===== src/rtl/bvp_pkg.sv =====
// Shared types and constants for the box versus path corridor hit block.
package bvp_pkg;

    localparam int MAX_POINTS_DEF = 64;
    localparam int COORD_BITS_DEF = 16;

    localparam int BORDER_W     = 10;
    localparam int SIZE_W       = 10;
    localparam int BORDER_RESET = 17;

    localparam int PADDR_W = 3;
    localparam int PDATA_W = 32;

    // Register select, taken from paddr[2]
    localparam logic REG_BORDER      = 1'b0;
    localparam logic REG_POINT_COUNT = 1'b1;

    localparam logic CMD_WRITE = 1'b0;
    localparam logic CMD_QUERY = 1'b1;

    typedef enum logic [2:0] {
        S_IDLE = 3'b001,
        S_RUN  = 3'b010,
        S_DONE = 3'b100
    } t_state;

    // Compare results of one vertex against the grown query window
    typedef struct packed {
        logic x_le;
        logic x_ge;
        logic y_le;
        logic y_ge;
    } t_flags;

endpackage


===== src/rtl/box_vs_path_corridor_hit_top.sv =====
// Top level of the box versus path corridor hit block.
//
// Input channel (i_in_valid / o_in_stall) carries one item per transfer.
// cmd 0 writes vertex (x, y) into slot index; cmd 1 asks whether the box
// centered at (x, y) with the given width and height touches the path
// corridor. Every item gives exactly one result on the output channel
// (o_out_valid / i_out_stall); writes answer hit = 0.
// A write, or a query with fewer than two vertices, goes from its transfer to
// S_DONE and then to the output register; the next transfer waits for S_IDLE.
// A query walks the vertex table through its single read port, one vertex a
// cycle, over the first n vertices, then passes through S_DONE to the output
// register, n being point_count saturated at MAX_POINTS.
// One item is worked on at a time; o_in_stall is high while it is at work.
// The finished result sits in an output register, so a stalled receiver
// holds one result while the next item is taken; the block waits in its
// final step only when that register is full and the receiver stalls.
// Configuration registers (border at byte 0, point_count at byte 4) are written
// through the APB-style port; the user must write them only while the block is idle, as the block does not enforce it.
// Reset sets border to 17 and point_count to 0 and empties the output
// register; the vertex table is not cleared and holds garbage until written.
module box_vs_path_corridor_hit_top #(
    parameter int MAX_POINTS = bvp_pkg::MAX_POINTS_DEF,
    parameter int COORD_BITS = bvp_pkg::COORD_BITS_DEF
) (
    input  logic                                  i_clk,
    input  logic                                  i_rst_n,
    input  logic                                  i_in_valid,
    output logic                                  o_in_stall,
    input  logic                                  i_in_cmd,
    input  logic [$clog2(MAX_POINTS)-1:0]         i_in_index,
    input  logic signed [COORD_BITS-1:0]          i_in_x,
    input  logic signed [COORD_BITS-1:0]          i_in_y,
    input  logic [bvp_pkg::SIZE_W-1:0]            i_in_width,
    input  logic [bvp_pkg::SIZE_W-1:0]            i_in_height,
    output logic                                  o_out_valid,
    input  logic                                  i_out_stall,
    output logic                                  o_out_hit,
    input  logic                                  psel,
    input  logic                                  penable,
    input  logic                                  pwrite,
    input  logic [bvp_pkg::PADDR_W-1:0]           paddr,
    input  logic [bvp_pkg::PDATA_W-1:0]           pwdata,
    output logic [bvp_pkg::PDATA_W-1:0]           prdata,
    output logic                                  pready
);
    import bvp_pkg::*;

    localparam int IDX_W = $clog2(MAX_POINTS);
    localparam int PC_W  = $clog2(MAX_POINTS + 1);
    localparam int EXT_W = ((COORD_BITS > SIZE_W + 1) ? COORD_BITS : SIZE_W + 1) + 2;

    t_state                      r_state;
    logic [BORDER_W-1:0]         r_border;
    logic [PC_W-1:0]             r_point_count;
    logic                        r_out_valid;
    logic                        r_out_hit;
    logic                        r_acc;
    logic                        r_first;
    logic                        r_issue;
    logic                        r_data_vld;
    logic                        r_data_last;
    logic [IDX_W-1:0]            r_rd_addr;
    logic [IDX_W-1:0]            r_last_addr;
    logic [2*COORD_BITS-1:0]     r_rd_data;
    logic [2*COORD_BITS-1:0]     r_vtx_mem [MAX_POINTS];
    logic signed [EXT_W-1:0]     r_qx_hi, r_qx_lo, r_qy_hi, r_qy_lo;
    t_flags                      r_prev;

    logic                        w_in_xfer;
    logic                        w_out_free;
    logic                        w_cfg_wr;
    logic                        w_mem_wr;
    logic [PC_W-1:0]             w_n;
    logic signed [EXT_W-1:0]     w_x, w_y, w_mx, w_my;
    logic signed [EXT_W-1:0]     w_vx, w_vy;
    t_flags                      w_cur;
    logic                        w_seg;

    assign o_in_stall  = (r_state != S_IDLE);
    assign w_in_xfer   = i_in_valid & ~o_in_stall;
    assign w_out_free  = ~r_out_valid | ~i_out_stall;
    assign w_cfg_wr    = psel & penable & pwrite;
    assign pready      = 1'b1;
    assign o_out_valid = r_out_valid;
    assign o_out_hit   = r_out_hit;

    always_comb begin
        unique case (paddr[2])
            REG_BORDER:      prdata = PDATA_W'(r_border);
            REG_POINT_COUNT: prdata = PDATA_W'(r_point_count);
            default:         prdata = '0;
        endcase
    end

    // Count above table size saturates
    assign w_n = (r_point_count > PC_W'(MAX_POINTS)) ? PC_W'(MAX_POINTS) : r_point_count;

    // Fold the box half size and the border into one window per axis
    assign w_x  = EXT_W'(i_in_x);
    assign w_y  = EXT_W'(i_in_y);
    assign w_mx = $signed(EXT_W'(i_in_width >> 1)) + $signed(EXT_W'(r_border));
    assign w_my = $signed(EXT_W'(i_in_height >> 1)) + $signed(EXT_W'(r_border));

    // Shared compare unit: one vertex against the window each cycle
    assign w_vx = EXT_W'($signed(r_rd_data[COORD_BITS-1:0]));
    assign w_vy = EXT_W'($signed(r_rd_data[2*COORD_BITS-1:COORD_BITS]));

    always_comb begin
        w_cur.x_le = (w_vx <= r_qx_hi);
        w_cur.x_ge = (w_vx >= r_qx_lo);
        w_cur.y_le = (w_vy <= r_qy_hi);
        w_cur.y_ge = (w_vy >= r_qy_lo);
        w_seg = (w_cur.x_le | r_prev.x_le) & (w_cur.x_ge | r_prev.x_ge)
              & (w_cur.y_le | r_prev.y_le) & (w_cur.y_ge | r_prev.y_ge);
    end

    // Vertex table
    assign w_mem_wr = w_in_xfer & (i_in_cmd == CMD_WRITE)
                    & ((IDX_W + 1)'(i_in_index) < (IDX_W + 1)'(MAX_POINTS));

    always_ff @(posedge i_clk) begin
        if (w_mem_wr) begin
            r_vtx_mem[i_in_index] <= {i_in_y, i_in_x};
        end
        r_rd_data <= r_vtx_mem[r_rd_addr];
    end

    always_ff @(posedge i_clk) begin
        if (!i_rst_n) begin
            r_state       <= S_IDLE;
            r_border      <= BORDER_W'(BORDER_RESET);
            r_point_count <= '0;
            r_out_valid   <= 1'b0;
            r_out_hit     <= 1'b0;
            r_acc         <= 1'b0;
            r_first       <= 1'b1;
            r_issue       <= 1'b0;
            r_data_vld    <= 1'b0;
            r_data_last   <= 1'b0;
            r_rd_addr     <= '0;
            r_last_addr   <= '0;
            r_prev        <= '0;
            r_qx_hi       <= '0;
            r_qx_lo       <= '0;
            r_qy_hi       <= '0;
            r_qy_lo       <= '0;
        end else begin
            if (w_cfg_wr) begin
                unique case (paddr[2])
                    REG_BORDER:      r_border      <= pwdata[BORDER_W-1:0];
                    REG_POINT_COUNT: r_point_count <= pwdata[PC_W-1:0];
                    default:         ;
                endcase
            end

            // Load the output register from the final step, else drain it on a transfer
            if (r_state == S_DONE && w_out_free) begin
                r_out_valid <= 1'b1;
            end else if (!i_out_stall) begin
                r_out_valid <= 1'b0;
            end

            unique case (r_state)
                S_IDLE: begin
                    if (w_in_xfer) begin
                        r_acc   <= 1'b0;
                        r_qx_hi <= w_x + w_mx;
                        r_qx_lo <= w_x - w_mx;
                        r_qy_hi <= w_y + w_my;
                        r_qy_lo <= w_y - w_my;
                        if (i_in_cmd == CMD_QUERY && w_n >= PC_W'(2)) begin
                            r_state     <= S_RUN;
                            r_issue     <= 1'b1;
                            r_first     <= 1'b1;
                            r_data_vld  <= 1'b0;
                            r_rd_addr   <= '0;
                            r_last_addr <= IDX_W'(w_n - 1'b1);
                        end else begin
                            r_state <= S_DONE;
                        end
                    end
                end
                S_RUN: begin
                    if (r_issue) begin
                        r_rd_addr <= r_rd_addr + 1'b1;
                        if (r_rd_addr == r_last_addr) begin
                            r_issue <= 1'b0;
                        end
                    end
                    r_data_vld  <= r_issue;
                    r_data_last <= (r_rd_addr == r_last_addr);
                    if (r_data_vld) begin
                        r_prev  <= w_cur;
                        r_first <= 1'b0;
                        r_acc   <= r_acc | (~r_first & w_seg);
                        if (r_data_last) begin
                            r_state <= S_DONE;
                        end
                    end
                end
                S_DONE: begin
                    // Hold the result until the output register frees up
                    if (w_out_free) begin
                        r_out_hit <= r_acc;
                        r_state   <= S_IDLE;
                    end
                end
                default: r_state <= S_IDLE;
            endcase
        end
    end

endmodule


===== config.mk =====
export PLATFORM = sky130hd
export DESIGN_NAME = box_vs_path_corridor_hit_top
export DESIGN_NICKNAME = d
export VERILOG_FILES = /design/src/rtl/bvp_pkg.sv /design/src/rtl/box_vs_path_corridor_hit_top.sv
export SDC_FILE = /design/constraint.sdc
export NUM_CORES = 2
export LEC_CHECK = 0
export ABC_AREA = 1
export BUFFER_PORTS_ARGS = -buffer_cell sky130_fd_sc_hd__buf_4
export CORE_MARGIN = 4
export CORE_UTILIZATION = 35
export CTS_BUF_LIST = sky130_fd_sc_hd__clkbuf_8
export CTS_CLUSTER_DIAMETER = 100
export DETAILED_ROUTE_END_ITERATION = 8
export PLACE_DENSITY = 0.57
export SYNTH_ARGS = -nofsm -noshare
export SYNTH_HDL_FRONTEND = slang
export SYNTH_SLANG_ARGS = --single-unit

===== constraint.sdc =====
create_clock -name i_clk -period 4.3 [get_ports i_clk]
set_input_delay 0.645 -clock i_clk [delete_from_list [all_inputs] [get_ports i_clk]]
set_output_delay 0.645 -clock i_clk [all_outputs]
set_load 0.01 [all_outputs]

==> metrics.txt <==
# TYPE chip_impl_metric gauge
chip_impl_metric{name="gp_congestion",unit=""} 0.8365
chip_impl_metric{name="design_area_final",unit="µm²"} 102400
chip_impl_info{name="launching_element_type_of_the_critical_path",value="register"} 1
chip_impl_metric{name="deepest_clock_path_buffer_count",unit=""} 4
chip_impl_info{name="grt_setup_unrepaired",value="false"} 1
chip_impl_metric{name="die_w",unit="µm"} 515.8
chip_impl_metric{name="clock_latency",unit="ps"} 1080
chip_impl_metric{name="antenna_found_initial",unit=""} 35
chip_impl_metric{name="die_height",unit="µm"} 515.8
chip_impl_metric{name="port_buffer_count",unit=""} 87
chip_impl_metric{name="drt_iter0_drc",unit=""} 7999
chip_impl_metric{name="final.setup_skew",unit="ps"} 57.94
chip_impl_metric{name="pre_cts_slack",unit="ps"} 250.7
chip_impl_metric{name="cts.htree.levels",unit=""} 5
chip_impl_metric{name="final.setup.worst_slack",unit="ps"} 522.2
chip_impl_metric{name="drc_errors",unit=""} 0
chip_impl_metric{name="firstDrtPassIters",unit=""} 6
chip_impl_metric{name="postSynthRegisterBits",unit=""} 2189
chip_impl_metric{name="tritoncts_num_sinks",unit=""} 2189
chip_impl_metric{name="ff2ff_setup_slack",unit="ps"} 520
chip_impl_metric{name="max_transition_margin",unit=""} 0.2939
chip_impl_info{name="ys_dominant_reg_cell",value="sky130_fd_sc_hd__edfxtp_1"} 1
chip_impl_metric{name="report.final.setup_viol",unit=""} 0
chip_impl_metric{name="post-cts-setup-buffer-count",unit=""} 0
chip_impl_metric{name="max-vdd-ir-drop",unit="mV"} 0.2901
chip_impl_metric{name="grtUsageTotal",unit=""} 0.2072
chip_impl_metric{name="boundaryPins",unit=""} 137
chip_impl_metric{name="cts.clk_slew.worst_paths",unit="ps"} 70
chip_impl_info{name="status",value="complete, no violations"} 1
chip_impl_metric{name="floorplan.initialDensity",unit=""} 0.3516
chip_impl_metric{name="async_reset_ff_frac",unit=""} 0
chip_impl_metric{name="rows",unit=""} 186
chip_impl_metric{name="first_pass_grt_wire_length",unit="mm"} 407.8
chip_impl_metric{name="slew_viol_final",unit=""} 0
chip_impl_metric{name="num-fill-cells",unit=""} 24010
chip_impl_metric{name="syn-mean-instance-area",unit="µm²"} 12.10
chip_impl_metric{name="pin_count_of_the_biggest_net_entering_global_routing",unit=""} 161
chip_impl_metric{name="tightestPinTransition",unit="ps"} 1057
chip_impl_info{name="hold_path_class",value="primary input to register"} 1
chip_impl_info{name="endpoint_kind",value="register"} 1
chip_impl_metric{name="fin_crit",unit="ps"} 3778
chip_impl_metric{name="core_area",unit="µm²"} 256700
chip_impl_metric{name="route.antenna.remaining_nets",unit=""} 0
chip_impl_metric{name="vias",unit=""} 62750
chip_impl_metric{name="postPlaceCellArea",unit="µm²"} 95700
chip_impl_info{name="cts_tree",value="done"} 1
chip_impl_metric{name="post-layout-total-power",unit="mW"} 42.21
chip_impl_metric{name="nets",unit=""} 7949
chip_impl_metric{name="fraction_of_the_yosys_area_taken_by_sequential_cells",unit=""} 0.7126
chip_impl_metric{name="synth_enable_flop_cells",unit=""} 2048
chip_impl_metric{name="fmaxAchievable",unit="MHz"} 264.7
chip_impl_metric{name="vias_per_cell",unit=""} 5.533
chip_impl_metric{name="synth_cell_types",unit=""} 50
chip_impl_metric{name="place.detailed.hpwl",unit="mm"} 158.5
chip_impl_metric{name="ratio_of_cells_with_drive_above_1_in_the_final_layout",unit=""} 0.1050
chip_impl_metric{name="netlist_instances",unit=""} 7458
chip_impl_metric{name="first_global_vias",unit=""} 59380
chip_impl_metric{name="drv_cap",unit=""} 0
chip_impl_metric{name="aggregate_routed_wire_length",unit="mm"} 284.8
chip_impl_metric{name="leakagePower",unit="nW"} 35.27
chip_impl_metric{name="arrival_time_of_data_at_the_critical_path_endpoint",unit="ps"} 4720
chip_impl_metric{name="period_share",unit=""} 0.8786
chip_impl_metric{name="mappedNetlistArea",unit="µm²"} 90270
chip_impl_metric{name="critPathMaxFanout",unit=""} 4
chip_impl_metric{name="synth_warnings",unit=""} 0
chip_impl_metric{name="timing.final.hold_violations",unit=""} 0
chip_impl_metric{name="critical_path_required",unit="ps"} 5240
chip_impl_metric{name="totalNegativeSetupSlack",unit="ps"} 0
chip_impl_info{name="clk_root_buffer_cell",value="sky130_fd_sc_hd__clkbuf_8"} 1
chip_impl_metric{name="cts_inserted_buffers",unit=""} 370
chip_impl_info{name="critPathKind",value="register to register"} 1
chip_impl_metric{name="power_density",unit="nW/µm²"} 412.3
chip_impl_metric{name="die_outline_area",unit="µm²"} 266100
chip_impl_metric{name="routedWlPerCell",unit="µm"} 25.11
chip_impl_metric{name="flow.area_growth_from_synthesis",unit="%"} 13.41
chip_impl_metric{name="globalRoute.totalOverflow",unit=""} 0
-- worst max-delay path, cell delays in order, from the launching register on --
cell,delay [ps]
sky130_fd_sc_hd__dfxtp_1,400
sky130_fd_sc_hd__ha_1,290
sky130_fd_sc_hd__fa_1,410
sky130_fd_sc_hd__a31oi_1,230
sky130_fd_sc_hd__o21ai_0,180
sky130_fd_sc_hd__nand2_1,90
sky130_fd_sc_hd__nand2_1,50
sky130_fd_sc_hd__a21oi_1,200
sky130_fd_sc_hd__xor2_1,250
sky130_fd_sc_hd__inv_1,110
sky130_fd_sc_hd__ha_1,310
sky130_fd_sc_hd__inv_1,70
sky130_fd_sc_hd__nand2_1,60
sky130_fd_sc_hd__nand2_1,80
sky130_fd_sc_hd__a31oi_1,230
sky130_fd_sc_hd__nand3_1,180
sky130_fd_sc_hd__nor2_1,190
sky130_fd_sc_hd__nand2_1,90
sky130_fd_sc_hd__a22oi_1,140
sky130_fd_sc_hd__a21oi_1,100
-- worst paths after layout --
path / start / to / depth (start not counted)
setup reg to reg: r_border[0] / r_qx_lo[15] / 19
hold reg to reg: r_data_last / r_data_last / 2
setup / recovery: r_border[0] / r_qx_lo[15] / 19
hold / removal: i_in_width[1] / r_qx_hi[0] / 4
-- metal layers --
metal	up-vias	track usage	share of wire	routed length, µm
met5	-	0	0.00023	66
met4	12	0.07990	0.037	10430
met3	508	0.04224	0.10	28790
met2	3147	0.3148	0.44	125800
met1	31390	0.2919	0.42	119700
li1	27700	-	-	-
-- cell families after synthesis --
logic type / Yosys count / share of synthesized area
compound gates: 2194 / 0.1321
other cells: 2 / 0.00008320
xor+xnor: 54 / 0.005240
buf+inv: 765 / 0.03783
flops: 2189 / 0.7126
fa+ha+maj: 143 / 0.02032
simple gates: 2111 / 0.09186
-- final cells by class --
class	instances	area (µm²)	area share
well taps	3384	4234	0.04136
clock buffers	380	5230	0.05109
repair buffers	359	3338	0.03261
diodes	13	32.53	0.0003178
multi-input cells	4525	23090	0.2256
inverters	260	1013	0.009900
clock inverters	231	1091	0.01066
flip-flops and latches	2189	64340	0.6285
-- Yosys cell counts, types with 4 or more instances --
| library cell | count | area (µm²) |
|---|---|---|
| sky130_fd_sc_hd__edfxtp_1 | 2048 | 61500 |
| sky130_fd_sc_hd__nor2_1 | 1391 | 5221 |
| sky130_fd_sc_hd__o21ai_0 | 1274 | 6376 |
| sky130_fd_sc_hd__o22ai_1 | 611 | 3822 |
| sky130_fd_sc_hd__nand2_1 | 478 | 1794 |
| sky130_fd_sc_hd__clkbuf_1 | 287 | 1077 |
| sky130_fd_sc_hd__inv_1 | 254 | 953.4 |
| sky130_fd_sc_hd__nand3_1 | 174 | 870.8 |
| sky130_fd_sc_hd__dfxtp_1 | 141 | 2823 |
| sky130_fd_sc_hd__ha_1 | 137 | 1714 |
| sky130_fd_sc_hd__a21oi_1 | 129 | 645.6 |
| sky130_fd_sc_hd__buf_2 | 110 | 550.5 |
| sky130_fd_sc_hd__o21ai_1 | 103 | 515.5 |
| sky130_fd_sc_hd__buf_4 | 68 | 510.5 |
| sky130_fd_sc_hd__xor2_1 | 42 | 367.9 |
| sky130_fd_sc_hd__nor3_1 | 22 | 110.1 |
| sky130_fd_sc_hd__a31oi_1 | 21 | 131.4 |
| sky130_fd_sc_hd__o211ai_1 | 21 | 157.7 |
| sky130_fd_sc_hd__buf_1 | 20 | 75.07 |
| sky130_fd_sc_hd__buf_6 | 18 | 202.7 |
| sky130_fd_sc_hd__nand4_1 | 12 | 75.07 |
| sky130_fd_sc_hd__or2_2 | 12 | 75.07 |
| sky130_fd_sc_hd__xnor2_1 | 12 | 105.1 |
| sky130_fd_sc_hd__and3_1 | 7 | 43.79 |
| sky130_fd_sc_hd__o21bai_1 | 7 | 52.55 |
| sky130_fd_sc_hd__a21o_1 | 6 | 45.04 |
| sky130_fd_sc_hd__fa_1 | 6 | 120.1 |
| sky130_fd_sc_hd__a211oi_1 | 5 | 37.54 |
| sky130_fd_sc_hd__a22oi_1 | 4 | 30.03 |
| sky130_fd_sc_hd__or2_1 | 4 | 25.02 |
-- flip-flops by register name (all words and copies together) (netlist names), 7 cells and up --
name and cells:
r_point_count 7, r_vtx_mem 2048, r_qx_hi 17, r_rd_data 32, r_qx_lo 16, r_qy_hi 17, r_qy_lo 16, r_border 10
-- stage by stage --
stage                     hold WS [ps]  utilization  std cells
final                            100.2       0.3988      11340
after global routing             40.86       0.3987      11330
after CTS                        4.061       0.3987      11330
after detailed placement         458.1       0.3728      10690
after global placement           457.2       0.3728      10690
after floorplan                  432.2            -       7479
-- power by group --
part           leakage, nW  internal, mW  switching, mW
Clock                 3.77          8.46           8.16
Sequential            19.6          23.5         0.0738
Combinational         11.9         0.585           1.48
Total                 35.3          32.5           9.71
-- repair_timing --
action,4_1_cts,5_1_grt
hold endpoints to repair,73,0
gates resized for setup,0,0
hold buffers,32,0
setup endpoints to repair,0,0
-- placed cells by master, fill, tap and decap left out, types with 129 or more instances in the layout --
cell type	n
sky130_fd_sc_hd__clkbuf_8	380
sky130_fd_sc_hd__a21oi_1	129
sky130_fd_sc_hd__nand2_1	478
sky130_fd_sc_hd__o21ai_0	1274
sky130_fd_sc_hd__nand3_1	174
sky130_fd_sc_hd__ha_1	137
sky130_fd_sc_hd__buf_4	282
sky130_fd_sc_hd__o22ai_1	611
sky130_fd_sc_hd__nor2_1	1327
sky130_fd_sc_hd__dfxtp_1	135
sky130_fd_sc_hd__inv_1	397
sky130_fd_sc_hd__edfxtp_1	2048
No activity file was read; power rests on OpenSTA's default activity.
